$ cat config.mk
export PLATFORM = sky130hd
export DESIGN_NAME = qlsf_arith
export DESIGN_NICKNAME = d
export VERILOG_FILES = /design/src/hdl/qlsf_pkg.sv /design/src/hdl/qlsf_arith.sv
export SDC_FILE = /design/constraint.sdc
export NUM_CORES = 2
export LEC_CHECK = 0
export ABC_AREA = 1
export BUFFER_PORTS_ARGS = -buffer_cell sky130_fd_sc_hd__buf_2
export CAP_MARGIN = 10
export CORE_MARGIN = 2
export CORE_UTILIZATION = 35
export DETAILED_ROUTE_END_ITERATION = 7
export PLACE_DENSITY = 0.61
export SLEW_MARGIN = 20
export SYNTH_ARGS = -nofsm -noshare
export SYNTH_HDL_FRONTEND = slang
export SYNTH_SLANG_ARGS = --single-unit
$ cat constraint.sdc
create_clock -name clk -period 14.52 [get_ports clk]
set_input_delay 0 -clock clk [delete_from_list [all_inputs] [get_ports clk]]
set_output_delay 0 -clock clk [all_outputs]
set_load 0.005 [all_outputs]
$ cat src/hdl/qlsf_pkg.sv
// ----------------------------------------------------------------------------
// qlsf_pkg
// types, constants and arithmetic helpers for the quadratic fit core
// ----------------------------------------------------------------------------
`default_nettype none
package qlsf_pkg;
  localparam int InputBits   = 16;
  localparam int InFrac      = InputBits - 4;
  localparam int AccFrac     = 40;
  localparam int EpsBits     = 41;
  localparam logic [63:0] MaxPos = 64'h7fff_ffff_ffff_ffff;
  localparam logic [63:0] MaxNeg = 64'h8000_0000_0000_0000;

  typedef struct packed {
    logic signed [InputBits-1:0] x_sample;
    logic signed [InputBits-1:0] y_sample;
    logic                        last;
  } in_item_t;

  typedef struct packed {
    logic signed [63:0] beta_const;
    logic signed [63:0] beta_linear;
    logic signed [63:0] beta_square;
    logic               fit_status;
  } out_item_t;

  typedef enum logic [1:0] {
    OP_MUL = 2'd0,
    OP_DIV = 2'd1
  } arith_op_t;

  typedef struct packed {
    logic      start;
    arith_op_t op;
  } arith_ctl_t;

  function automatic logic [63:0] mag64(input logic [63:0] v);
    mag64 = v[63] ? (~v + 64'd1) : v;
  endfunction

  function automatic logic [63:0] sat_add(input logic [63:0] a, input logic [63:0] b);
    logic [63:0] s;
    s = a + b;
    if (a[63] == b[63] && s[63] != a[63]) sat_add = a[63] ? MaxNeg : MaxPos;
    else sat_add = s;
  endfunction

  function automatic logic [63:0] sat_sub(input logic [63:0] a, input logic [63:0] b);
    logic [63:0] s;
    s = a - b;
    if (a[63] != b[63] && s[63] != a[63]) sat_sub = a[63] ? MaxNeg : MaxPos;
    else sat_sub = s;
  endfunction
endpackage
`default_nettype wire

$ cat src/hdl/qlsf_arith.sv
// ----------------------------------------------------------------------------
// qlsf_arith
// shared multi-cycle multiply (32x32 partial products) and bit-serial divide
// ----------------------------------------------------------------------------
`default_nettype none
module qlsf_arith (
  input  wire logic                 clk,
  input  wire logic                 rst,
  input  wire qlsf_pkg::arith_ctl_t ctl,
  input  wire logic [63:0]          a,
  input  wire logic [63:0]          b,
  output logic                      done,
  output logic [63:0]               result
);
  import qlsf_pkg::*;

  logic [63:0]  ua, ub;
  logic         neg;
  logic         busy;
  arith_op_t    op;
  logic [6:0]   step;
  logic [127:0] prod;
  logic [63:0]  rem, nlo, quo;
  logic         ovf;

  logic [31:0]  pa, pb;
  logic [63:0]  pp;
  logic [127:0] pp_sh;
  logic [64:0]  rem_sh;
  logic         sub_ok;
  logic [127:0] sprod;
  logic [63:0]  rhi, rlo;

  // partial product select over four steps
  always_comb begin
    pa = step[0] ? ua[63:32] : ua[31:0];
    pb = step[1] ? ub[63:32] : ub[31:0];
    pp = {32'd0, pa} * {32'd0, pb};
    pp_sh = {64'd0, pp} << ({5'd0, step[0]} * 7'd32 + {5'd0, step[1]} * 7'd32);
    rem_sh = {rem, nlo[63]};
    sub_ok = rem_sh >= {1'b0, ub};
  end

  always_comb begin
    sprod = neg ? (~prod + 128'd1) : prod;
    rhi = 64'($signed(sprod) >>> (AccFrac + 64));
    rlo = sprod[AccFrac +: 64];
  end

  always_ff @(posedge clk) begin
    if (rst) begin
      busy <= 1'b0;
      done <= 1'b0;
    end else begin
      done <= 1'b0;
      if (ctl.start) begin
        busy <= 1'b1;
        op   <= ctl.op;
        ua   <= mag64(a);
        ub   <= mag64(b);
        neg  <= a[63] ^ b[63];
        step <= '0;
        prod <= '0;
        rem  <= mag64(a) >> (64 - AccFrac);
        nlo  <= mag64(a) << AccFrac;
        quo  <= '0;
        ovf  <= (mag64(b) == 64'd0) || ((mag64(a) >> (64 - AccFrac)) >= mag64(b));
      end else if (busy) begin
        if (op == OP_MUL) begin
          if (step == 7'd4) begin
            busy <= 1'b0;
            done <= 1'b1;
            if (sprod[127] ? (rhi != '1 || !rlo[63]) : (rhi != '0 || rlo[63]))
              result <= sprod[127] ? MaxNeg : MaxPos;
            else result <= rlo;
          end else begin
            prod <= prod + pp_sh;
            step <= step + 7'd1;
          end
        end else begin
          if (step == 7'd64) begin
            busy <= 1'b0;
            done <= 1'b1;
            if (ovf) result <= neg ? MaxNeg : MaxPos;
            else if (neg) result <= quo[63] ? MaxNeg : (~quo + 64'd1);
            else result <= quo[63] ? MaxPos : quo;
          end else begin
            rem  <= sub_ok ? 64'(rem_sh - {1'b0, ub}) : rem_sh[63:0];
            quo  <= {quo[62:0], sub_ok};
            nlo  <= {nlo[62:0], 1'b0};
            step <= step + 7'd1;
          end
        end
      end
    end
  end
endmodule
`default_nettype wire

==> summary.txt <==
Yosys
  – Synthesized cell area: 78000 sq um
  – Async set-reset flop share out of synthesis: 0%
  – Synth Instances: about 11000
  – Post-synth EDFFs: a little under 500
  – Yosys reg bits: roughly 490
  – Top FF cell, synth: edfxtp_1
  – Net count after synthesis: between 10000 and 15000
  – Library cells used by synthesis: 62
  – Syn avg cell area: a little over 7 sq um
  – Sequential element share of the synthesized area: roughly a fifth
  – Synth Warn #: 0

STA
  – Slew Limit Headroom: 16.3%
  – Final hold vios: 0
  – Clock period minus worst slack: 13270 ps
  – Worst-case clock skew: approximately 80 ps
  – RSZ-0062 raised after global routing: no
  – Fmax: ~75 MHz
  – Tcrit/Tclk final: about nine tenths
  – Post-route setup slack: 1250 ps
  – Final setup vio count: 0
  – Worst-Margin Slew: between 1000 and 1500 ps
  – Post-route setup TNS: 0 ps
  – Slew Limit Fails: 0

Floorplan
  – Die footprint: between 200000 and 250000 sq um
  – Ports: around 200
  – Die span in x: 476 um
  – Core Rows: 173
  – Core area: 222000 sq um
  – Starting density of the core: a little over a third
  – Chip Height: between 400 and 500 um

Finish
  – Filler Cell Count: between 20000 and 25000
  – Multi-input gate area: 54900 sq um
  – Most common cell after layout, fill and taps aside: nand2_1
  – Most frequent cells in the layout: 2005 x nand2_1, 1987 x inv_1, 1948 x nor2_1, 898 x fa_1, 707 x a21oi_1
  – Layout cells sized above 1: around 5.3%
  – Reg area: approximately 15000 sq um
  – P&R area growth vs syn: 11.4%
  – Nets: 12600

Global routing
  – Largest net degree at the start of global routing: 95
  – Global route overflow: 0
  – Initial antenna violation count: 13
  – Global Route Usage Sum: approximately 30%
  – Number of global-route vias before repair: ~75000
  – First-pass GRT wire length: 502000 um

Worst setup path
  – Startpoint Class: register
  – Critical Path End Type: register
  – Crit-path max FO: 29
  – Slowest cell delay on critical path: between 600 and 700 ps
  – Worst Setup SP: step[1]$_SDFFCE_PP0P_
  – Critical Path RT: 15100 ps
  – Arrival time worst endpoint: ~14000 ps
  – WS Path Type: register to register
  – Worst path slowest cell: edfxtp_1
  – Reg-to-reg startpoint: step[1]$_SDFFCE_PP0P_
  – Worst path most repeated cell: fa_1

Routing
  – Vias per cell: between 5 and 6
  – Final WL: between 300000 and 400000 um
  – Vias: 76600
  – WL/cell: 24.3 um
  – Initial DRC count: just under 10000
  – Drt drc: 0
  – Initial DRT Pass Iterations: 7
  – Final ANT Viol Nets: 0

Placed design
  – DP Wirelength: around 280000 um
  – Routability Congestion: approximately 1.1
  – Port Buf Inserts: just under 200
  – Place WS: between 1500 and 2000 ps

CTS
  – Clk_lat worst skew: around 760 ps
  – CTS Buf Count: between 60 and 70
  – CTS tree: built
  – Root buffer cell: clkbuf_16
  – Clock buffer depth: 3
  – CTS sink count: 485
  – Clock slew at reported path FFs: about 60 ps
  – H-Tree Depth: 3

Job
  – MaxCap Viol Count: 0

Min path
  – Min-delay worst type: primary input to register
  – Hold path startpoint: b[63]

Run status
  – Status: complete, no violations
## area by class of cell
cell class	count	share of cell area [%]
well taps	2975	4.28
flip-flops and latches	485	16.7
multi-input cells	8008	63.2
clock inverters	45	0.605
inverters	2024	8.74
clock buffers	78	1.98
diodes	9	0.0259
repair buffers	520	4.44
## cells in the mapped netlist, types with 57 or more instances
cell type | n | area, sq um
or2_2 | 59 | 369
nand4_1 | 95 | 594
nor3_1 | 125 | 626
fa_1 | 898 | 18000
xor2_1 | 179 | 1570
edfxtp_1 | 483 | 14500
xnor2_1 | 127 | 1110
nand2_1 | 2007 | 7530
inv_1 | 1988 | 7460
ha_1 | 499 | 6240
nand3_1 | 267 | 1340
o21a_1 | 70 | 526
clkbuf_1 | 259 | 972
a21oi_1 | 707 | 3540
a31oi_1 | 57 | 357
nor2_1 | 1951 | 7320
o21ai_0 | 618 | 3090
## routing by layer
metal | GRT usage (%) | vias up | share of wire, % | wire length, um
li1 | - | 34600 | - | -
met1 | 42.0 | 37200 | 43 | 148000
met2 | 43.8 | 4061 | 41 | 142000
met3 | 7.16 | 696 | 11 | 38000
met4 | 11.5 | 12 | 4.4 | 15200
met5 | 0 | - | 0.023 | 79
## through the flow
step	cells	instance area (sq um)	hold slack [ps]	utilization (%)
after global placement	13800	82900	181	37.4
after CTS	14100	86900	22.8	39.2
after global routing	14100	86900	76.5	39.2
final	14100	86900	98.6	39.2
after floorplan	10800	78000	98.9	-
after detailed placement	13800	82900	179	37.4
## state kept, by name, indices dropped and copies added (netlist names)
register / flops
prod: 128
result: 64
busy: 1
nlo: 24
ovf: 1
ua: 64
ub: 64
done: 1
op: 2
rem: 64
step: 7
neg: 1
quo: 64
## path summary, 6_finish.rpt
path | endpoint | slack (ps) | cells after the start
hold reg to reg | nlo[57]$_DFFE_PP_ | 520 | 2
setup / recovery | prod[77]$_SDFFCE_PP0P_ | 1250 | 36
hold / removal | neg$_DFFE_PP_ | 100 | 3
setup reg to reg | prod[77]$_SDFFCE_PP0P_ | 1250 | 36
## worst max-delay path, delay by kind of cell, from the launching register on
kind,cells,cell delay (ps)
xor+xnor,1,500
simple gates,7,2040
flops,1,690
compound gates,11,3120
buf+inv,7,1650
fa+ha+maj,10,5050
## cell families after synthesis
logic type / share of synthesized area [%]
mux: 0.0513
simple gates: 23.6
fa+ha+maj: 31.0
flops: 18.6
xor+xnor: 3.43
compound gates: 12.0
buf+inv: 11.3
## timing repair
| action | 4_1_cts | 5_1_grt |
|---|---|---|
| hold endpoints to repair | 195 | 0 |
| resized for setup | 0 | 0 |
| setup endpoints to repair | 0 | 0 |
| hold buffers | 175 | 0 |
| setup buffers | 0 | 0 |
Power is left out: the tool's default activity adds up to more than one toggle a clock period on the data nets, which glitch-free logic cannot reach.
